$ cat src/rtl/core/ucrw_pkg.sv
// Shared types, constants and defaults for the UART command responder and watchdog.
`default_nettype none

package ucrw_pkg;

    // Default sizes of the receive frame, the reply frame and the header search.
    localparam int unsigned FRAME_BYTES_DEF = 30;
    localparam int unsigned REPLY_BYTES_DEF = 20;
    localparam int unsigned SCAN_LIMIT_DEF  = 10;

    // Number of time-of-day bytes carried in a frame and in a reply.
    localparam int unsigned TIME_BYTES = 6;
    localparam int unsigned TIME_SEL_W = $clog2(TIME_BYTES);

    // Depth of the job queue between the front and back parts.
    localparam int unsigned QUEUE_DEPTH = 2;

    // Link framing bytes and command codes.
    localparam logic [7:0] HDR_BYTE     = 8'hC0;
    localparam logic [7:0] END_BYTE     = 8'hC1;
    localparam logic [7:0] CMD_TIME_A   = 8'hE0;
    localparam logic [7:0] CMD_SET_TIME = 8'hEA;
    localparam logic [7:0] CMD_TIME_B   = 8'hEB;

    // Input word operation codes.
    localparam logic OP_BYTE = 1'b0;
    localparam logic OP_TICK = 1'b1;

    // Configuration register map and reset values.
    localparam int unsigned CFG_ADDR_W     = 3;
    localparam logic [0:0]  REG_WDOG_LIMIT = 1'b0;
    localparam logic [0:0]  REG_POWER_OFF  = 1'b1;
    localparam logic [15:0] WDOG_LIMIT_RST = 16'd600;
    localparam logic [7:0]  POWER_OFF_RST  = 8'd10;
    localparam logic [15:0] WDOG_MAX       = 16'hFFFF;

    // Receiver framing state.
    typedef enum logic {
        RX_HUNT,
        RX_FRAME
    } t_rx_mode;

    // Input word.
    typedef struct packed {
        logic       op;
        logic [7:0] rx_byte;
    } t_in_word;

    // Output word.
    typedef struct packed {
        logic       tx_valid;
        logic [7:0] tx_byte;
        logic       last;
        logic       partner_power;
        logic [7:0] restarts;
    } t_out_word;

    // Configuration register contents.
    typedef struct packed {
        logic [15:0] watchdog_limit;
        logic [7:0]  power_off_seconds;
    } t_cfg;

    // One job for the back part: either a reply frame or a single status word.
    typedef struct packed {
        logic                         is_reply;
        logic [7:0]                   cmd;
        logic [TIME_BYTES-1:0][7:0]   tod;
        logic                         partner_power;
        logic [7:0]                   restarts;
    } t_job;

    // Front part to queue.
    typedef struct packed {
        logic valid;
        t_job job;
    } t_q_push;

    // Queue head to back part.
    typedef struct packed {
        logic valid;
        t_job job;
    } t_q_head;

endpackage

`default_nettype wire

$ cat src/rtl/core/ucrw_front.sv
// Front part: accepts input words, tracks framing, the watchdog and partner power.
`default_nettype none

module ucrw_front
    import ucrw_pkg::*;
#(
    parameter int unsigned FRAME_BYTES = FRAME_BYTES_DEF,
    parameter int unsigned SCAN_LIMIT  = SCAN_LIMIT_DEF
) (
    input  wire logic     i_clk,
    input  wire logic     i_rst_n,
    input  wire logic     i_in_valid,
    output logic          o_in_ready,
    input  wire t_in_word i_in_data,
    input  wire t_cfg     i_cfg,
    input  wire logic     i_q_full,
    output t_q_push       o_push
);

    localparam int unsigned IDX_W  = $clog2(FRAME_BYTES + 1);
    localparam int unsigned SCAN_W = $clog2(SCAN_LIMIT + 1);

    t_rx_mode                   r_mode, n_mode;
    logic [SCAN_W-1:0]          r_scan, n_scan;
    logic [IDX_W-1:0]           r_idx, n_idx;
    logic [7:0]                 r_cmd, n_cmd;
    logic [TIME_BYTES-1:0][7:0] r_pend, n_pend;
    logic [TIME_BYTES-1:0][7:0] r_tod, n_tod;
    logic [15:0]                r_wdog, n_wdog;
    logic [7:0]                 r_restarts, n_restarts;
    logic [7:0]                 r_off, n_off;
    logic                       r_power, n_power;

    logic                  accept;
    logic                  is_byte;
    logic                  is_tick;
    logic                  is_hdr;
    logic [SCAN_W-1:0]     scan_inc;
    logic                  scan_done;
    logic [IDX_W-1:0]      frame_pos;
    logic                  frame_done;
    logic [TIME_SEL_W-1:0] pend_sel;
    logic                  cmd_time;
    logic                  cmd_set;
    logic [15:0]           wdog_inc;
    logic [7:0]            off_dec;

    // A word is taken whenever the queue has room.
    assign o_in_ready = !i_q_full;
    assign accept     = i_in_valid && !i_q_full;
    assign is_byte    = accept && (i_in_data.op == OP_BYTE) && r_power;
    assign is_tick    = accept && (i_in_data.op == OP_TICK);

    // Framing helpers.
    assign is_hdr     = (i_in_data.rx_byte == HDR_BYTE);
    assign scan_inc   = r_scan + SCAN_W'(1);
    assign scan_done  = (scan_inc >= SCAN_W'(SCAN_LIMIT));
    assign frame_pos  = r_idx + IDX_W'(1);
    assign frame_done = (r_mode == RX_FRAME) && (frame_pos >= IDX_W'(FRAME_BYTES));
    assign pend_sel   = TIME_SEL_W'(frame_pos - IDX_W'(2));
    assign cmd_time   = (r_cmd == CMD_TIME_A) || (r_cmd == CMD_TIME_B);
    assign cmd_set    = (r_cmd == CMD_SET_TIME);

    // Watchdog and power-off helpers.
    assign wdog_inc = (r_wdog == WDOG_MAX) ? r_wdog : r_wdog + 16'd1;
    assign off_dec  = (r_off != 8'd0) ? r_off - 8'd1 : r_off;

    // Next framing state.
    always_comb begin
        n_mode = r_mode;
        if (is_byte) begin
            unique case (r_mode)
                RX_HUNT: begin
                    if (is_hdr || scan_done) begin
                        n_mode = RX_FRAME;
                    end
                end
                RX_FRAME: begin
                    if (frame_done) begin
                        n_mode = RX_HUNT;
                    end
                end
                default: n_mode = RX_HUNT;
            endcase
        end
    end

    // Frame collection, command action, watchdog and power control.
    always_comb begin
        n_scan     = r_scan;
        n_idx      = r_idx;
        n_cmd      = r_cmd;
        n_pend     = r_pend;
        n_tod      = r_tod;
        n_wdog     = r_wdog;
        n_restarts = r_restarts;
        n_off      = r_off;
        n_power    = r_power;
        if (is_byte) begin
            unique case (r_mode)
                RX_HUNT: begin
                    if (!is_hdr) begin
                        n_scan = scan_inc;
                    end
                    if (is_hdr || scan_done) begin
                        n_idx = '0;
                    end
                end
                RX_FRAME: begin
                    if (frame_pos == IDX_W'(1)) begin
                        n_cmd = i_in_data.rx_byte;
                    end
                    if ((frame_pos >= IDX_W'(2)) && (frame_pos <= IDX_W'(TIME_BYTES + 1))) begin
                        n_pend[pend_sel] = i_in_data.rx_byte;
                    end
                    n_idx = frame_pos;
                    if (frame_done) begin
                        n_idx  = '0;
                        n_scan = '0;
                        if (cmd_time) begin
                            n_wdog = '0;
                        end else if (cmd_set) begin
                            n_tod = r_pend;
                        end
                    end
                end
                default: n_idx = '0;
            endcase
        end else if (is_tick) begin
            if (!r_power) begin
                n_off = off_dec;
                if (off_dec == 8'd0) begin
                    n_power = 1'b1;
                end
            end else begin
                n_wdog = wdog_inc;
                if (wdog_inc >= i_cfg.watchdog_limit) begin
                    n_wdog     = '0;
                    n_restarts = r_restarts + 8'd1;
                    n_off      = i_cfg.power_off_seconds;
                    if (i_cfg.power_off_seconds != 8'd0) begin
                        n_power = 1'b0;
                    end
                end
            end
        end
    end

    // Job handed to the back part for every accepted word.
    always_comb begin
        o_push.valid             = accept;
        o_push.job.is_reply      = is_byte && frame_done && (cmd_time || cmd_set);
        o_push.job.cmd           = r_cmd;
        o_push.job.tod           = cmd_time ? r_tod : '0;
        o_push.job.partner_power = n_power;
        o_push.job.restarts      = n_restarts;
    end

    // Control state.
    always_ff @(posedge i_clk) begin
        if (!i_rst_n) begin
            r_mode     <= RX_HUNT;
            r_scan     <= '0;
            r_idx      <= '0;
            r_tod      <= '0;
            r_wdog     <= '0;
            r_restarts <= '0;
            r_off      <= '0;
            r_power    <= 1'b1;
        end else begin
            r_mode     <= n_mode;
            r_scan     <= n_scan;
            r_idx      <= n_idx;
            r_tod      <= n_tod;
            r_wdog     <= n_wdog;
            r_restarts <= n_restarts;
            r_off      <= n_off;
            r_power    <= n_power;
        end
    end

    // Frame payload, always written before it is used.
    always_ff @(posedge i_clk) begin
        r_cmd  <= n_cmd;
        r_pend <= n_pend;
    end

endmodule

`default_nettype wire

$ cat src/rtl/core/ucrw_queue.sv
// Short job queue between the front and back parts.
`default_nettype none

module ucrw_queue
    import ucrw_pkg::*;
(
    input  wire logic    i_clk,
    input  wire logic    i_rst_n,
    input  wire t_q_push i_push,
    input  wire logic    i_pop,
    output logic         o_full,
    output t_q_head      o_head
);

    localparam int unsigned PTR_W = (QUEUE_DEPTH > 1) ? $clog2(QUEUE_DEPTH) : 1;
    localparam int unsigned CNT_W = $clog2(QUEUE_DEPTH + 1);

    t_job             r_mem [QUEUE_DEPTH];
    logic [PTR_W-1:0] r_wr, n_wr;
    logic [PTR_W-1:0] r_rd, n_rd;
    logic [CNT_W-1:0] r_cnt, n_cnt;
    logic             do_push;
    logic             do_pop;

    assign o_full       = (r_cnt == CNT_W'(QUEUE_DEPTH));
    assign o_head.valid = (r_cnt != '0);
    assign o_head.job   = r_mem[r_rd];
    assign do_push      = i_push.valid && !o_full;
    assign do_pop       = i_pop && o_head.valid;

    // Pointer and fill count update.
    always_comb begin
        n_wr  = r_wr;
        n_rd  = r_rd;
        n_cnt = r_cnt;
        if (do_push) begin
            n_wr = (r_wr == PTR_W'(QUEUE_DEPTH - 1)) ? '0 : r_wr + PTR_W'(1);
        end
        if (do_pop) begin
            n_rd = (r_rd == PTR_W'(QUEUE_DEPTH - 1)) ? '0 : r_rd + PTR_W'(1);
        end
        if (do_push && !do_pop) begin
            n_cnt = r_cnt + CNT_W'(1);
        end else if (do_pop && !do_push) begin
            n_cnt = r_cnt - CNT_W'(1);
        end
    end

    always_ff @(posedge i_clk) begin
        if (!i_rst_n) begin
            r_wr  <= '0;
            r_rd  <= '0;
            r_cnt <= '0;
        end else begin
            r_wr  <= n_wr;
            r_rd  <= n_rd;
            r_cnt <= n_cnt;
        end
    end

    // Job storage.
    always_ff @(posedge i_clk) begin
        if (do_push) begin
            r_mem[r_wr] <= i_push.job;
        end
    end

endmodule

`default_nettype wire

$ cat src/rtl/core/ucrw_back.sv
// Back part: turns queued jobs into reply bytes or status words on the output register.
`default_nettype none

module ucrw_back
    import ucrw_pkg::*;
#(
    parameter int unsigned REPLY_BYTES = REPLY_BYTES_DEF
) (
    input  wire logic    i_clk,
    input  wire logic    i_rst_n,
    input  wire t_q_head i_head,
    output logic         o_pop,
    output logic         o_out_valid,
    input  wire logic    i_out_ready,
    output t_out_word    o_out_data
);

    localparam int unsigned RIDX_W = $clog2(REPLY_BYTES);

    logic [RIDX_W-1:0]     r_idx, n_idx;
    logic                  r_out_valid;
    t_out_word             r_out_data;
    t_out_word             word;
    logic                  load;
    logic [TIME_SEL_W-1:0] tod_sel;

    assign tod_sel = TIME_SEL_W'(r_idx - RIDX_W'(2));

    // Build the word for the current position of the head job.
    always_comb begin
        word.partner_power = i_head.job.partner_power;
        word.restarts      = i_head.job.restarts;
        word.tx_valid      = 1'b0;
        word.tx_byte       = 8'h00;
        word.last          = 1'b1;
        if (i_head.job.is_reply) begin
            word.tx_valid = 1'b1;
            word.last     = (r_idx == RIDX_W'(REPLY_BYTES - 1));
            if (r_idx == RIDX_W'(0)) begin
                word.tx_byte = HDR_BYTE;
            end else if (r_idx == RIDX_W'(1)) begin
                word.tx_byte = i_head.job.cmd;
            end else if (r_idx == RIDX_W'(REPLY_BYTES - 1)) begin
                word.tx_byte = END_BYTE;
            end else if (r_idx <= RIDX_W'(TIME_BYTES + 1)) begin
                word.tx_byte = i_head.job.tod[tod_sel];
            end
        end
    end

    // The output register loads when empty or being drained.
    assign load  = i_head.valid && (!r_out_valid || i_out_ready);
    assign o_pop = load && word.last;

    always_comb begin
        n_idx = r_idx;
        if (load) begin
            n_idx = word.last ? '0 : r_idx + RIDX_W'(1);
        end
    end

    always_ff @(posedge i_clk) begin
        if (!i_rst_n) begin
            r_idx       <= '0;
            r_out_valid <= 1'b0;
        end else begin
            r_idx <= n_idx;
            if (load) begin
                r_out_valid <= 1'b1;
            end else if (i_out_ready) begin
                r_out_valid <= 1'b0;
            end
        end
    end

    always_ff @(posedge i_clk) begin
        if (load) begin
            r_out_data <= word;
        end
    end

    assign o_out_valid = r_out_valid;
    assign o_out_data  = r_out_data;

endmodule

`default_nettype wire

$ cat src/rtl/core/uart_command_responder_watchdog_core.sv
// Top level of the UART command responder and watchdog.
//
// Input channel: each word is either a received link byte (op 0) or a one-second tick (op 1).
// Output channel: each word carries a reply byte with tx_valid set, or one status word with
// tx_valid clear; last marks the final word caused by an input word, and partner_power and
// restarts show the state after that input.
// A completed frame with a time or set-time command gives a reply of REPLY_BYTES words; every
// other input gives exactly one status word.
// The first output word passes through the job queue and then the output register.
// Throughput: one input word per cycle while the two-entry job queue has room; a reply of
// REPLY_BYTES bytes leaves the output register one byte per cycle when the receiver is ready.
// When the receiver stalls, the output register holds its word, the queue fills, and the
// input ready drops once the queue is full.
// Reset (synchronous, active low) clears framing, the watchdog, the restart count and the
// time of day, powers the partner on and loads the default register values.
// Registers on the APB port: watchdog_limit at 0x0, power_off_seconds at 0x4; write only
// while the block is idle.
`default_nettype none

module uart_command_responder_watchdog_core
    import ucrw_pkg::*;
#(
    parameter int unsigned FRAME_BYTES = FRAME_BYTES_DEF,
    parameter int unsigned REPLY_BYTES = REPLY_BYTES_DEF,
    parameter int unsigned SCAN_LIMIT  = SCAN_LIMIT_DEF
) (
    input  wire logic                  i_clk,
    input  wire logic                  i_rst_n,
    input  wire logic                  i_in_valid,
    output logic                       o_in_ready,
    input  wire t_in_word              i_in_data,
    output logic                       o_out_valid,
    input  wire logic                  i_out_ready,
    output t_out_word                  o_out_data,
    input  wire logic                  psel,
    input  wire logic                  penable,
    input  wire logic                  pwrite,
    input  wire logic [CFG_ADDR_W-1:0] paddr,
    input  wire logic [31:0]           pwdata,
    output logic [31:0]                prdata,
    output logic                       pready
);

    t_cfg       r_cfg;
    logic [0:0] reg_sel;
    logic       cfg_wr;
    t_q_push    q_push;
    t_q_head    q_head;
    logic       q_full;
    logic       q_pop;

    // Configuration register port.
    assign pready  = 1'b1;
    assign reg_sel = paddr[2];
    assign cfg_wr  = psel && penable && pwrite;

    always_ff @(posedge i_clk) begin
        if (!i_rst_n) begin
            r_cfg.watchdog_limit    <= WDOG_LIMIT_RST;
            r_cfg.power_off_seconds <= POWER_OFF_RST;
        end else if (cfg_wr) begin
            unique case (reg_sel)
                REG_WDOG_LIMIT: r_cfg.watchdog_limit    <= pwdata[15:0];
                REG_POWER_OFF:  r_cfg.power_off_seconds <= pwdata[7:0];
                default: ;
            endcase
        end
    end

    always_comb begin
        unique case (reg_sel)
            REG_WDOG_LIMIT: prdata = {16'd0, r_cfg.watchdog_limit};
            REG_POWER_OFF:  prdata = {24'd0, r_cfg.power_off_seconds};
            default:        prdata = '0;
        endcase
    end

    // Front part: framing, watchdog and power control.
    ucrw_front #(
        .FRAME_BYTES (FRAME_BYTES),
        .SCAN_LIMIT  (SCAN_LIMIT)
    ) u_front (
        .i_clk      (i_clk),
        .i_rst_n    (i_rst_n),
        .i_in_valid (i_in_valid),
        .o_in_ready (o_in_ready),
        .i_in_data  (i_in_data),
        .i_cfg      (r_cfg),
        .i_q_full   (q_full),
        .o_push     (q_push)
    );

    // Job queue.
    ucrw_queue u_queue (
        .i_clk   (i_clk),
        .i_rst_n (i_rst_n),
        .i_push  (q_push),
        .i_pop   (q_pop),
        .o_full  (q_full),
        .o_head  (q_head)
    );

    // Back part: reply and status output.
    ucrw_back #(
        .REPLY_BYTES (REPLY_BYTES)
    ) u_back (
        .i_clk       (i_clk),
        .i_rst_n     (i_rst_n),
        .i_head      (q_head),
        .o_pop       (q_pop),
        .o_out_valid (o_out_valid),
        .i_out_ready (i_out_ready),
        .o_out_data  (o_out_data)
    );

endmodule

`default_nettype wire

$ cat config.mk
export PLATFORM = sky130hd
export DESIGN_NAME = uart_command_responder_watchdog_core
export DESIGN_NICKNAME = d
export VERILOG_FILES = /design/src/rtl/core/ucrw_pkg.sv /design/src/rtl/core/ucrw_front.sv /design/src/rtl/core/ucrw_queue.sv /design/src/rtl/core/ucrw_back.sv /design/src/rtl/core/uart_command_responder_watchdog_core.sv
export SDC_FILE = /design/constraint.sdc
export NUM_CORES = 1
export LEC_CHECK = 0
export ABC_AREA = 1
export BUFFER_PORTS_ARGS = -buffer_cell sky130_fd_sc_hd__buf_2
export CAP_MARGIN = 5
export CELL_PAD_IN_SITES_DETAIL_PLACEMENT = 0
export CELL_PAD_IN_SITES_GLOBAL_PLACEMENT = 1
export CORE_ASPECT_RATIO = 0.6
export CORE_MARGIN = 1
export CORE_UTILIZATION = 47
export CTS_CLUSTER_DIAMETER = 30
export DETAILED_ROUTE_END_ITERATION = 8
export MAX_ROUTING_LAYER = met4
export PLACE_DENSITY_LB_ADDON = 0.1
export RECOVER_POWER = 25
export SLEW_MARGIN = 5
export SYNTH_ARGS = -nofsm -noshare
export SYNTH_HDL_FRONTEND = slang
export SYNTH_SLANG_ARGS = --single-unit
$ cat constraint.sdc
create_clock -name i_clk -period 6.25 [get_ports i_clk]
set_clock_uncertainty 0.15 [all_clocks]
set_input_delay 1.25 -clock i_clk [delete_from_list [all_inputs] [get_ports i_clk]]
set_output_delay 1.25 -clock i_clk [all_outputs]
set_load 0.005 [all_outputs]
==> results.md <==
* Max-slew violations at 66
* Library cells used by synthesis at 50
* Synth Flop Type: edfxtp_1
* Reg2reg end: u_back.o_out_data[12]
* Synth area leaders: edfxtp_1 (43%), dfxtp_1 (18%), nand2_1 (7.5%), a21oi_1 (4.5%), o21ai_0 (4.5%)
* Leak at around 6.5 nW
* GRT Total Usage at 0.235
* Reg power frac at 0.399
* Period utilization at 0.737
* Failing checks: capacitance limit, slew limit
* Number of hold violations in the final report at 0
* DR WL/cell at around 18 um
* RSZ-0062 raised after global routing: false
* H-tree levels at 2
* Hold WS at 0.302 ns
* Share of cells above drive strength 1 at 0.135
* Synthesis-stage register bit count at ~330
* Setup TNS at 0 ns
* Antenna cell count at 0
* Vias per std cell at 5.13
* Crit-path max cell delay at 2.24 ns
* 1st-pass router iterations at 5
* YS warnings at 0
* # hold bufs at CTS at 0
* CTS tree: yes
* Relative slew margins at -1.10
* Placer Congestion at 0.846
* CTS root buf: clkbuf_16
* Total gr overflow at 0
* Synth top area share at 0.433
* Critical path type: reg -> reg
* Power density over cell area at a little under 400 mW/mm2
* Status: complete, but fails checks
* Vias in the first global route at about 9000
* DP Wirelength at about 23000 um
* Clock sinks at 333
* Worst hold path class: reg -> reg
* Flop2flop setup slack at roughly 1.6 ns
* Async SR Flop Fraction at 0
* Nets at roughly 1600
* Num CTS Buffers at 50
* Die area at 0.0313 mm2
* Critical Path End: u_back.o_out_data[12]
* Sw frac at 0.289
* I/O Pins at 105
* Clk buf depth at 3
* Iter 0 DRT Violations at between 800 and 900
* Number of buffers added on ports at just under 70
* Crit start category: flip-flop
* Number of max-cap violations at 1
* Worst-path maximum fanout at between 60 and 70
* FMAX at around 220 MHz
* Worst slew pin tran at roughly 3.2 ns
* Post-CTS setup buffer count at 0
* R2r worst-path depth at 9
* Switch Pwr at 1.91 mW
* Antenna-violating nets left at 0
* Initial antenna violation count at 0
* DRT Wirelength at between 30000 and 40000 um
* Worst path cell trace: buf_4 -> inv_1 -> clkbuf_1 -> a21oi_1 -> a22oi_1 -> nand2_1 -> nand3_1 -> nand3_1 -> a21oi_1
* Initial cell density of the core at 0.479
* DR vias at between 10000 and 15000
* Largest net degree at the start of global routing at 97
* Int Pwr at 4.69 mW
* Combinational power share at 0.165
* Clk_lat worst skew at roughly 0.56 ns
* Slowest CP cell: clkbuf_1
* Worst endpoint data arrival time at 4.80 ns
* Final Core Density at 0.557
* Sequential area share after synthesis at 0.609
* Post-Syn Area per Cell at a little under 10 um2
* DRC at 0
* Post-synth EDFFs at around 210
* DIE HEIGHT at 137 um
* Synth-to-Final Area Change at 16.3%
* Clock-pin slew on the worst setup and hold paths at 0.05 ns
* Clock power share at 0.436
* Core Region at around 0.030 mm2
* Post_cts resized at 0
* Synth Cell Area at 0.0144 mm2
* Worst setup EP type: flip-flop
* VDD IR max at around 0.22 mV
* Final setup vio count at 0
* # rows at 49
* First-pass GRT wire length at 53100 um
* Worst EP required at ~6.5 ns
* Leading area contributor after synthesis: edfxtp_1
* Die Span X at 228 um
* Min cycle time layout at 4.61 ns
* Cell count after synthesis at roughly 1500
[state kept, by name (all words and copies together), names as in the netlist, named ones only]
name,flops
u_front.r_mode,1
u_front.r_restarts,8
u_queue.r_wr,1
u_queue.r_rd,1
u_front.r_power,1
u_front.r_pend,48
u_front.r_idx,5
u_back.r_idx,5
u_back.o_out_valid,1
u_queue.r_cnt,2
u_front.r_cmd,8
u_queue.r_mem,132
u_back.o_out_data,19
u_front.r_scan,4
u_front.r_wdog,16
u_front.r_off,8
u_front.r_tod,48
r_cfg,24
[stage by stage]
step	worst slack, ns	cell area (um2)	cells	power, mW
after detailed placement	2.36	15000	1904	3.76
after global routing	1.28	16700	1998	6.89
final	1.64	16700	1998	6.60
after floorplan	1.50	14400	1489	3.39
after CTS	2.34	16700	1998	6.64
after global placement	2.38	15000	1904	3.74
[worst max-delay path: cells and delay by family (launching register included)]
kind	cells	cell delay [ns]
buffers and inverters	3	2.72
AO/OA/AOI/OAI	3	0.89
flip-flops	1	0.31
AND/OR/NAND/NOR	3	0.29
[power groups by stage]
stage          registers (mW)  clock network [mW]  logic [mW]
2_1_floorplan            2.69                   0       0.695
3_3_place_gp             2.67                   0        1.07
3_5_place_dp             2.67                   0        1.08
4_1_cts                  2.63                2.92        1.09
5_1_grt                  2.66                3.01        1.22
6_report                 2.63                2.88        1.09
[final cells by class]
| type | instances | area (um2) |
|---|---|---|
| Clock buffer | 57 | 1360 |
| Clock inverter | 37 | 403 |
| Fill cell | 2632 | 13300 |
| Inverter | 148 | 561 |
| Multi-Input combinational cell | 930 | 4680 |
| Sequential cell | 333 | 8740 |
| Tap cell | 408 | 510 |
| Timing Repair Buffer | 85 | 447 |
[placed cells by master (no fill, tap or decap), types with 4 or more instances in the layout]
master      synthesis  routed
nand2_1           286     286
edfxtp_1          207     207
nor2_1            150     149
inv_1             139     139
o21ai_0           129     129
a21oi_1           129     128
dfxtp_1           126     125
nand3_1            69      70
buf_2               8      60
clkbuf_16           0      53
ha_1               31      31
xor2_1             18      18
conb_1              2      17
buf_4              19      14
nand2_2            13      13
clkbuf_1           34      13
a21oi_2            10      11
nor3_1             11      10
nand4_1             9       9
clkinv_4            1       9
clkinvlp_4          0       9
o22ai_1             7       7
xnor2_1             6       6
a22oi_1             6       6
inv_6               0       6
nor4_1              5       5
clkinv_1            4       5
bufinv_16           0       5
clkinv_2            0       5
inv_2               4       4
nor2_2              4       4
[logic make-up (layout without fill, tap and decap cells)]
kind of cell,Yosys count,after routing,share of synthesized area
adders and majority gates,31,31,0.0270
DFF,333,333,0.609
xor gates and xnor gates,25,25,0.0166
and+or+nand+nor,565,565,0.168
other,2,17,0.000523
buffers and inverters,226,327,0.0702
AOI/OAI and AO/OA,292,292,0.109
[cells in the mapped netlist, types with 2 or more instances]
library cell and n:
xnor2_1 6, a21oi_2 10, nand4_1 9, inv_1 139, nand2_2 13, and2_1 2
nand3b_1 3, buf_6 5, inv_2 4, edfxtp_1 207, buf_4 19, a22oi_1 6
nor2_1 150, clkbuf_8 2, clkbuf_1 34, a211oi_1 3, a21oi_1 129, buf_1 9
nand3_1 69, nand2_4 2, nor2_8 2, nor3_1 11, xor2_1 18, conb_1 2
ha_1 31, dfxtp_1 126, buf_2 8, nand2_1 286, o21ai_0 129, nor4_1 5
nor2_4 2, o22ai_1 7, o31ai_1 2, nand3_2 2, clkinv_1 4, nor2_2 4
[per-layer routing]
layer,up-vias,wire length (um),global-route usage
met5,-,0,-
met4,0,418,0.0492
met3,41,2720,0.0501
met2,304,12700,0.269
met1,4804,19400,0.397
li1,5095,-,-
[how the worst min path moves through the flow]
stage | from | end | slack (ns) | cells after the start
2_1_floorplan | u_queue.r_rd | flip-flop | 0.28 | 1
3_3_place_gp | u_queue.r_rd | flip-flop | 0.28 | 1
3_5_place_dp | u_queue.r_rd | flip-flop | 0.29 | 1
4_1_cts | u_queue.r_rd | flip-flop | 0.30 | 1
5_1_grt | u_front.r_tod[22] | u_front.r_tod[22] | 0.32 | 2
6_report | u_front.r_tod[2] | u_front.r_tod[2] | 0.30 | 2
Power figures use the tool's default switching activity.
